===== src/rtl/u8vcc_pkg.sv =====
// ----------------------------------------------------------------------------
// u8vcc_pkg: shared types and constants of the UTF-8 code point counter
// Holds the decoder state record and the continuation window codes.
// ----------------------------------------------------------------------------
package u8vcc_pkg;

	// Allowed range of the next continuation byte.
	localparam logic [1:0] WIN_ANY   = 2'd0;  // 80-BF
	localparam logic [1:0] WIN_A0_BF = 2'd1;  // after E0
	localparam logic [1:0] WIN_90_BF = 2'd2;  // after F0
	localparam logic [1:0] WIN_80_8F = 2'd3;  // after F4

	// Byte that ends a string.
	localparam logic [7:0] BYTE_NUL = 8'h00;

	// Width of the count field in a result item.
	localparam int unsigned OUT_COUNT_W = 32;

	// Sequence decoder state.
	typedef struct packed {
		logic [1:0] pending;  // continuation bytes still expected
		logic [1:0] window;   // allowed range of the next continuation byte
		logic       err;      // an error was found in this string
	} dec_state_t;

	// Decoder outputs for one byte.
	typedef struct packed {
		dec_state_t nxt;      // state after this byte
		logic       bump;     // one more code point is complete
		logic       bad;      // string ends malformed (valid on NUL only)
		logic       eos;      // byte is the NUL that ends the string
	} dec_result_t;

	localparam dec_state_t DEC_IDLE = '{pending: 2'd0, window: WIN_ANY, err: 1'b0};

endpackage


===== src/rtl/u8vcc_step.sv =====
// ----------------------------------------------------------------------------
// u8vcc_step: UTF-8 sequence decoder for one byte
// Computes the next decoder state, the count increment and the end-of-string
// verdict from the current state and one byte.
// ----------------------------------------------------------------------------
module u8vcc_step
	import u8vcc_pkg::*;
(
	input  logic [7:0]  data_byte,
	input  dec_state_t  cur,
	output dec_result_t res
);

	logic in_win;

	// Check the byte against the window set by the lead byte.
	always_comb begin
		case (cur.window)
			WIN_A0_BF: in_win = (data_byte >= 8'hA0) && (data_byte <= 8'hBF);
			WIN_90_BF: in_win = (data_byte >= 8'h90) && (data_byte <= 8'hBF);
			WIN_80_8F: in_win = (data_byte >= 8'h80) && (data_byte <= 8'h8F);
			default:   in_win = (data_byte >= 8'h80) && (data_byte <= 8'hBF);
		endcase
	end

	// Next state for lead bytes, continuation bytes and the terminating NUL.
	always_comb begin
		res.nxt  = cur;
		res.bump = 1'b0;
		res.eos  = (data_byte == BYTE_NUL);
		res.bad  = cur.err || (cur.pending != 2'd0);
		if (res.eos) begin
			res.nxt = DEC_IDLE;
		end else if (cur.err) begin
			// Bytes after an error are ignored until the NUL.
			res.nxt = cur;
		end else if (cur.pending == 2'd0) begin
			if (data_byte <= 8'h7F) begin
				res.bump = 1'b1;
			end else if ((data_byte >= 8'hC2) && (data_byte <= 8'hDF)) begin
				res.nxt.pending = 2'd1;
				res.nxt.window  = WIN_ANY;
			end else if ((data_byte >= 8'hE0) && (data_byte <= 8'hEF)) begin
				res.nxt.pending = 2'd2;
				res.nxt.window  = (data_byte == 8'hE0) ? WIN_A0_BF : WIN_ANY;
			end else if ((data_byte >= 8'hF0) && (data_byte <= 8'hF4)) begin
				res.nxt.pending = 2'd3;
				if (data_byte == 8'hF0) begin
					res.nxt.window = WIN_90_BF;
				end else if (data_byte == 8'hF4) begin
					res.nxt.window = WIN_80_8F;
				end else begin
					res.nxt.window = WIN_ANY;
				end
			end else begin
				res.nxt.err = 1'b1;
			end
		end else if (in_win) begin
			res.nxt.pending = cur.pending - 2'd1;
			res.nxt.window  = WIN_ANY;
			res.bump        = (cur.pending == 2'd1);
		end else begin
			res.nxt.err = 1'b1;
		end
	end

endmodule


===== src/rtl/utf8_validating_char_counter_unit.sv =====
// ----------------------------------------------------------------------------
// utf8_validating_char_counter_unit: UTF-8 validator and code point counter
// A result item is registered when its NUL byte leaves the input register.
// Throughput: one byte per cycle; the input register stalls only when a NUL
// waits for a full result register. The decoder state update sets the rate.
// Reset clears the input stage, the decoder state, the count and the result.
// ----------------------------------------------------------------------------
module utf8_validating_char_counter_unit
	import u8vcc_pkg::*;
#(
	parameter int unsigned COUNT_WIDTH = 32
) (
	input  logic        clk,
	input  logic        arst_n,
	input  logic        s_tvalid,
	output logic        s_tready,
	input  logic [7:0]  s_tdata,   // [7:0] data_byte
	output logic        m_tvalid,
	input  logic        m_tready,
	output logic [39:0] m_tdata    // [31:0] char_count, [32] malformed, zero pad
);

	logic [7:0]             byte_s1;
	logic                   valid_s1;
	dec_state_t             state_q;
	logic [COUNT_WIDTH-1:0] count_q;
	logic [OUT_COUNT_W-1:0] count_sat;
	logic [OUT_COUNT_W-1:0] res_count_q;
	logic                   res_bad_q;
	logic                   res_valid_q;
	dec_result_t            dec;
	logic                   advance_s1;
	logic                   out_free;

	// Decode the byte held in the input register.
	u8vcc_step u_step (
		.data_byte (byte_s1),
		.cur       (state_q),
		.res       (dec)
	);

	// A NUL needs a free result register; any other byte always moves on.
	assign out_free   = !res_valid_q || m_tready;
	assign advance_s1 = valid_s1 && (!dec.eos || out_free);
	assign s_tready   = !valid_s1 || advance_s1;

	// Narrow the running count to the result field, saturating.
	generate
		if (COUNT_WIDTH > OUT_COUNT_W) begin : g_sat
			assign count_sat = (|count_q[COUNT_WIDTH-1:OUT_COUNT_W]) ?
				{OUT_COUNT_W{1'b1}} : count_q[OUT_COUNT_W-1:0];
		end else begin : g_ext
			assign count_sat = OUT_COUNT_W'(count_q);
		end
	endgenerate

	// Input register.
	always_ff @(posedge clk or negedge arst_n) begin
		if (!arst_n) begin
			valid_s1 <= 1'b0;
		end else if (s_tready) begin
			valid_s1 <= s_tvalid;
		end
	end

	always_ff @(posedge clk) begin
		if (s_tready && s_tvalid) begin
			byte_s1 <= s_tdata;
		end
	end

	// Decoder state and saturating code point count.
	always_ff @(posedge clk or negedge arst_n) begin
		if (!arst_n) begin
			state_q <= DEC_IDLE;
			count_q <= '0;
		end else if (advance_s1) begin
			state_q <= dec.nxt;
			if (dec.eos) begin
				count_q <= '0;
			end else if (dec.bump && !(&count_q)) begin
				count_q <= count_q + 1'b1;
			end
		end
	end

	// Result register.
	always_ff @(posedge clk or negedge arst_n) begin
		if (!arst_n) begin
			res_valid_q <= 1'b0;
		end else if (advance_s1 && dec.eos) begin
			res_valid_q <= 1'b1;
		end else if (m_tready) begin
			res_valid_q <= 1'b0;
		end
	end

	always_ff @(posedge clk) begin
		if (advance_s1 && dec.eos) begin
			res_count_q <= count_sat;
			res_bad_q   <= dec.bad;
		end
	end

	assign m_tvalid = res_valid_q;
	assign m_tdata  = {7'd0, res_bad_q, res_count_q};

	// A NUL that leaves the input register produces a result next cycle.
	a_nul_result: assert property (@(posedge clk) disable iff (!arst_n)
		(advance_s1 && dec.eos) |=> res_valid_q)
		else $error("NUL did not produce a result item");

	// The decoder state is idle right after a string ends.
	a_nul_clears: assert property (@(posedge clk) disable iff (!arst_n)
		(advance_s1 && dec.eos) |=> (state_q == DEC_IDLE) && (count_q == '0))
		else $error("state not cleared after end of string");

	// A restricted window exists only while two or three bytes are pending.
	a_window: assert property (@(posedge clk) disable iff (!arst_n)
		(state_q.window != WIN_ANY) |-> (state_q.pending == 2'd2 || state_q.pending == 2'd3))
		else $error("restricted window without a multi-byte sequence");

	// The count never drops except at the end of a string.
	a_count_mono: assert property (@(posedge clk) disable iff (!arst_n)
		!(advance_s1 && dec.eos) |=> (count_q >= $past(count_q)))
		else $error("code point count decreased");

	// An overflowing result register would lose an item.
	a_no_overwrite: assert property (@(posedge clk) disable iff (!arst_n)
		(res_valid_q && !m_tready) |-> !(advance_s1 && dec.eos))
		else $error("result overwritten while waiting");

endmodule

===== config.mk =====
export PLATFORM = sky130hd
export DESIGN_NAME = utf8_validating_char_counter_unit
export DESIGN_NICKNAME = d
export VERILOG_FILES = /design/src/rtl/u8vcc_pkg.sv /design/src/rtl/u8vcc_step.sv /design/src/rtl/utf8_validating_char_counter_unit.sv
export SDC_FILE = /design/constraint.sdc
export NUM_CORES = 1
export LEC_CHECK = 0
export ABC_CLOCK_PERIOD_IN_PS = 5430
export BUFFER_PORTS_ARGS = -buffer_cell sky130_fd_sc_hd__buf_2
export CORE_MARGIN = 10
export CORE_UTILIZATION = 50
export DETAILED_ROUTE_END_ITERATION = 10
export HOLD_SLACK_MARGIN = 0.12
export PLACE_DENSITY = 0.71
export SLEW_MARGIN = 40
export SYNTH_ARGS = -nofsm -noshare
export SYNTH_HDL_FRONTEND = slang
export SYNTH_SLANG_ARGS = --single-unit

===== constraint.sdc =====
create_clock -name clk -period 5.43 [get_ports clk]
set_input_delay 0.543 -clock clk [delete_from_list [all_inputs] [get_ports clk]]
set_output_delay 0.543 -clock clk [all_outputs]
set_load 0.02 [all_outputs]

# Word level (Yosys, flattened, before mapping)
# Cells that the tools add are included.
[totals]
regBits = 80
in_bits = 12
out_inout_bits = 42
word_cells = 85
[op_classes]
add_sub_neg = 2
order_cmp = 12
n_eq_ne = 10
muxes = 24
n_reduce_logical = 28
[op_table]
columns = ["cell", "count"]
rows = [
  ["32-bit two-way mux", 2],
  ["8-bit greater-or-equal comparator (second input constant)", 6],
  ["8-bit less-or-equal comparator (second input constant)", 5],
  ["32-bit by 1-bit adder with 32-bit output (second input constant)", 1],
  ["32-bit AND reduction", 1],
  ["8-bit equality test (second input constant)", 3],
  ["4-bit two-way mux", 4],
  ["5-bit two-way mux", 3],
  ["1-bit logical AND", 11],
  ["1-bit two-way mux", 11],
  ["8-bit by 7-bit less-or-equal comparator with 1-bit output (second input constant)", 1],
  ["8-bit zero test", 1],
  ["6-bit two-way mux", 1],
  ["2-bit nonzero test", 3],
  ["5-bit != test (second input constant)", 1],
  ["5-bit AND reduction", 1],
  ["2-bit by 1-bit equality test with 1-bit output (second input constant)", 2],
  ["2-bit equality test (second input constant)", 2],
  ["1-bit zero test", 4],
  ["1-bit logical OR", 4],
  ["2-bit two-way mux", 2],
  ["3-bit != test (second input constant)", 1],
  ["1-bit one-hot mux with 3 select lines", 1],
  ["3-bit nonzero test", 1],
  ["4 further kinds", 4],
]

# Depth between registers and ports, before layout
[depth]
depth_word = 13
mapped_depth = 10
ltp_nobuf = 7

# By module
# From an unflattened synthesis, not the netlist that was laid out.
[hier_totals]
hier_cells = 355
area_unflattened_um2 = 3945.0
[by_module_without_submodules]
columns = ["module", "n_inst", "cells_each", "area_each_um2", "seq_area_each_um2"]
rows = [
  ["utf8_validating_char_counter_unit", 1, 292, 3514.6, 2207.1],
  ["u8vcc_step", 1, 63, 430.4, 0.0],
]

# Worst setup path before layout
# OpenSTA, ideal clock, no wires.
[synth_path]
path_kind = "register -> register"
startpoint = "reg byte_s1[4]"
endpoint = "reg res_bad_q, enable pin"
setup_ns = 0.410
arrival_ns = 2.884
t_required_ns = 5.020
slack_ns = 2.136
path_stages_with_launch = 5
path_buffers = 1
period_less_slack_ns = 3.294
path_cell_list = "edfxtp_1 > or4_1 > or2_2 > nor3_1 > clkbuf_1"
[synth_between]
elab_chain_cells = 5
[synth_rtl]
columns = ["item", "line_no", "text"]
rows = [
  ["from (decl)", "utf8_validating_char_counter_unit.sv:23", "logic [7:0] byte_s1;"],
  ["from (signal assigned)", "utf8_validating_char_counter_unit.sv:68", "byte_s1 <= s_tdata;"],
  ["8-bit zero test (*)", "u8vcc_step.sv:30", "res.eos = (data_byte == BYTE_NUL);"],
  ["1-bit zero test", "utf8_validating_char_counter_unit.sv:44", "assign advance_s1 = valid_s1 && (!dec.eos || out_free);"],
  ["1-bit logical OR", "utf8_validating_char_counter_unit.sv:44", ""],
  ["1-bit logical AND", "utf8_validating_char_counter_unit.sv:44", ""],
  ["1-bit logical AND (*)", "utf8_validating_char_counter_unit.sv:99", "if (advance_s1 && dec.eos) begin"],
  ["to (signal assigned)", "utf8_validating_char_counter_unit.sv:101", "res_bad_q <= dec.bad;"],
  ["to (decl)", "utf8_validating_char_counter_unit.sv:29", "logic res_bad_q;"],
]
# Mark *: on every way between the ends. The rest lies on a longest branch, timed or not.
# A chain may end at the register's enable or synchronous reset.

# Worst setup path after layout
[layout_path]
startpoint = "reg byte_s1[4]"
endpoint = "reg state_q[0] (netlist bit)"
[layout_between]
elab_chain_cells = 9
elab_cells_between_ends = 32
cone_classes = "12 x order compare; 9 x mux; 11 x reduce/logical"
[layout_rtl]
columns = ["item", "line_no", "text"]
rows = [
  ["8-bit greater-or-equal comparator or 8-bit less-or-equal comparator (tied branches)", "u8vcc_step.sv:46", "end else if ((data_byte >= 8'hF0) && (data_byte <= 8'hF4)) begin"],
  ["1-bit logical AND", "u8vcc_step.sv:46", ""],
  ["1-bit two-way mux", "u8vcc_step.sv:46", ""],
  ["1-bit two-way mux", "u8vcc_step.sv:43", "end else if ((data_byte >= 8'hE0) && (data_byte <= 8'hEF)) begin"],
  ["1-bit two-way mux", "u8vcc_step.sv:40", "end else if ((data_byte >= 8'hC2) && (data_byte <= 8'hDF)) begin"],
  ["5-bit two-way mux", "u8vcc_step.sv:38", "if (data_byte <= 8'h7F) begin"],
  ["6-bit two-way mux", "u8vcc_step.sv:37", "end else if (cur.pending == 2'd0) begin"],
  ["5-bit two-way mux", "u8vcc_step.sv:34", "end else if (cur.err) begin"],
  ["5-bit two-way mux", "u8vcc_step.sv:32", "if (res.eos) begin"],
  ["to (signal assigned)", "utf8_validating_char_counter_unit.sv:78", "state_q <= dec.nxt;"],
  ["to (decl)", "utf8_validating_char_counter_unit.sv:25", "dec_state_t state_q;"],
]
# Several ways; a longest one is shown, not always the timed one. The select of a mux whose other input is x is not followed.

==> flow_metrics.tcl <==
set metrics [dict create \
    status "finished clean" \
    io_buffers 46 \
    grt.overflow.total 0 \
    antennaDiodeCount 0 \
    worstSetupPathType "reg2reg" \
    initial_core_util 0.5172 \
    min_period_ns 2.785 \
    cp.required_ns 5.66 \
    area_growth_pct 11.15 \
    setup_viol 0 \
    clk_path_buf_depth 2 \
    path_max_fanout 55 \
    max_cap_viol_count 0 \
    dp_hpwl_mm 5.121 \
    fin_cells 477 \
    critPathCaptureType "register" \
    grt_usage 0.1343 \
    row_count 31 \
    tightest_slew_ns 0.6585 \
    cp_top_family "simple AND/OR/NAND/NOR gates" \
    layout-drive-gt1-share 0.1905 \
    skew_ns 0.009312 \
    gp_congestion 0.8496 \
    cpMaxStageDelayCell "or4_1" \
    fin_area_mm2 0.004192 \
    synth.most_common_cell "edfxtp_1" \
    grt_max_degree 57 \
    crit_buf_inv 2 \
    postRouteAntennaNets 0 \
    cts.sinks 80 \
    finalCritPeriodShare 0.5130 \
    synth.avg_cell_area_um2 11.32 \
    routed_wl_mm 7.612 \
    async_flop_share 0.4875 \
    clock_latency_ns 0.35 \
    cts_resized 0 \
    drt-pass1-iter-count 4 \
    fp.dieW_um 106.8 \
    synthesis.instances 333 \
    p_per_area_mw_per_mm2 259.8 \
    rsz0062_at_grt "false" \
    synth_edf_count 41 \
    synth_top_area_frac 0.3265 \
    critPathLaunchType "register" \
    yosysWarnings 0 \
    grt_pass1_wl_mm 12.64 \
    power_leakage_uw 0.001458 \
    ys.flop_type "edfxtp_1" \
    cts_inserted_buffers 9 \
    cts_root_buffer "clkbuf_8" \
    cp.arrival_ns 3.02 \
    critPathMaxStageDelay_ns 0.67 \
    htree_levels 3 \
    cts_tree "done" \
    drc 0 \
    dpl.cell_count 461 \
    finalNetCount 388 \
    path_clk_slew_ns 0.08 \
    hold_violations 0 \
    vias 2813 \
    final_max_slew_viol_count 0 \
    core_mm2 0.007292 \
    cts_setup_buffers 0 \
    hold_path.class "in2async" \
    design.die.area_mm2 0.01142 \
    relSlewSlack 0.5610 \
    placed_cell_area_mm2 0.004028 \
    viasPerCell 5.897 \
    synth-seq-area-share 0.5853 \
    yosysTopAreaCell "edfxtp_1" \
    synth.distinct_cells 48 \
    drt_iter0_markers 207 \
    path_cells "or4_1, or2_2, nor3_2, buf_4, inv_1, a32o_1" \
    fmax_mhz 359.0 \
    tns_ns 0 \
    wl_per_cell_um 15.96 \
    synth_common_cells "edfxtp_1, dfrtp_1, nand2_1, or4_1, a21oi_1" \
    peakVddDrop_uv 156.0 \
    hold_buffers 0 \
    synthesis.area_mm2 0.003771 \
    synthTopCellsByArea "edfxtp_1, dfrtp_1, or4_1" \
    die_h_um 106.8 \
    ios 54 \
    ys_ff_latch 80 \
    grt_pass1_vias 2634 \
    antenna_found_initial 0 \
]
through the flow:
step	utilization	worst slack [ns]	hold WS (ns)	total power, µW
final	0.5748	2.645	0.1705	1089
after global routing	0.5748	2.471	0.2052	1136
after floorplan	-	2.136	0.2474	712.7
after global placement	0.5518	2.670	0.4823	727.4
after detailed placement	0.5523	2.654	0.4810	729.9
after CTS	0.5748	2.624	0.1861	1095
state kept, by name (all words and copies together), names as in the netlist:
register,cells
valid_s1,1
res_bad_q,1
state_q,5
m_tvalid,1
res_count_q,32
count_q,32
byte_s1,8
area by class of cell:
cell class,count,area [µm²]
well taps,99,123.9
fillers,654,3100
repair buffers,48,247.7
clock buffers,10,127.6
clock inverters,6,36.28
inverters,10,37.54
multi-input cells,224,1411
flip-flops and latches,80,2207
worst register-to-register path, stage by stage (launching register included):
cell and delay (ns):
edfxtp_1 0.49, or4_1 0.67, or2_2 0.37, nor3_2 0.11, buf_4 0.55, inv_1 0.24
a32o_1 0.25
final timing paths:
path | depth (start not counted) | start | slack, ns | to
hold reg to reg | 0 | count_q[26] | 0.51 | res_count_q[26]
setup reg to reg | 6 | byte_s1[4] | 2.64 | state_q[0]
setup / recovery | 6 | byte_s1[4] | 2.64 | state_q[0]
max in group asynchronous | 1 | arst_n | 4.89 | count_q[26]
min in group clk | 1 | s_tdata[3] | 0.37 | byte_s1[3]
hold / removal | 1 | arst_n | 0.17 | count_q[11]
layout by cell type (no fill, tap or decap), types with 3 or more instances in the layout:
cell	instances
dfrtp_1	39
and4_1	5
o21a_1	3
buf_2	45
conb_1	7
o21ai_0	3
edfxtp_1	41
or4_1	25
nand3_1	22
buf_4	3
o31ai_1	22
mux2i_1	5
nor4_1	12
clkinvlp_4	3
or2_2	5
inv_1	10
nand3b_1	4
clkbuf_8	9
nor3_1	3
nand4_1	8
a21oi_1	24
o211ai_1	3
and3_1	7
nor2_1	10
ha_1	3
nand2b_1	3
nand2_1	25
power by group:
part	switching, µW	total, µW	leakage (µW)	internal (µW)
Clock	209	372	0.0000757	163
Combinational	33.0	52.7	0.000538	19.7
Sequential	16.2	665	0.000844	648
Total	258	1090	0.00146	831
cell families after synthesis:
kind of cell             after synthesis  share of synthesized area
buffers and inverters                 35                    0.04811
XOR/XNOR                               1                   0.002323
other                                  1                  0.0009944
multiplexers                           5                    0.01327
flip-flops                            80                     0.5853
AND/OR/NAND/NOR                      137                     0.2114
adder cells (fa/ha/maj)                3                   0.009955
AO/OA/AOI/OAI                         71                     0.1287
per-layer routing:
metal	GRT usage	up-vias	part of all wire
met5	0	-	0
met4	0.05222	0	0.015
met3	0.03772	10	0.079
met2	0.2085	103	0.46
met1	0.1742	1331	0.45
li1	-	1369	-
Power figures use the tool's default switching activity.
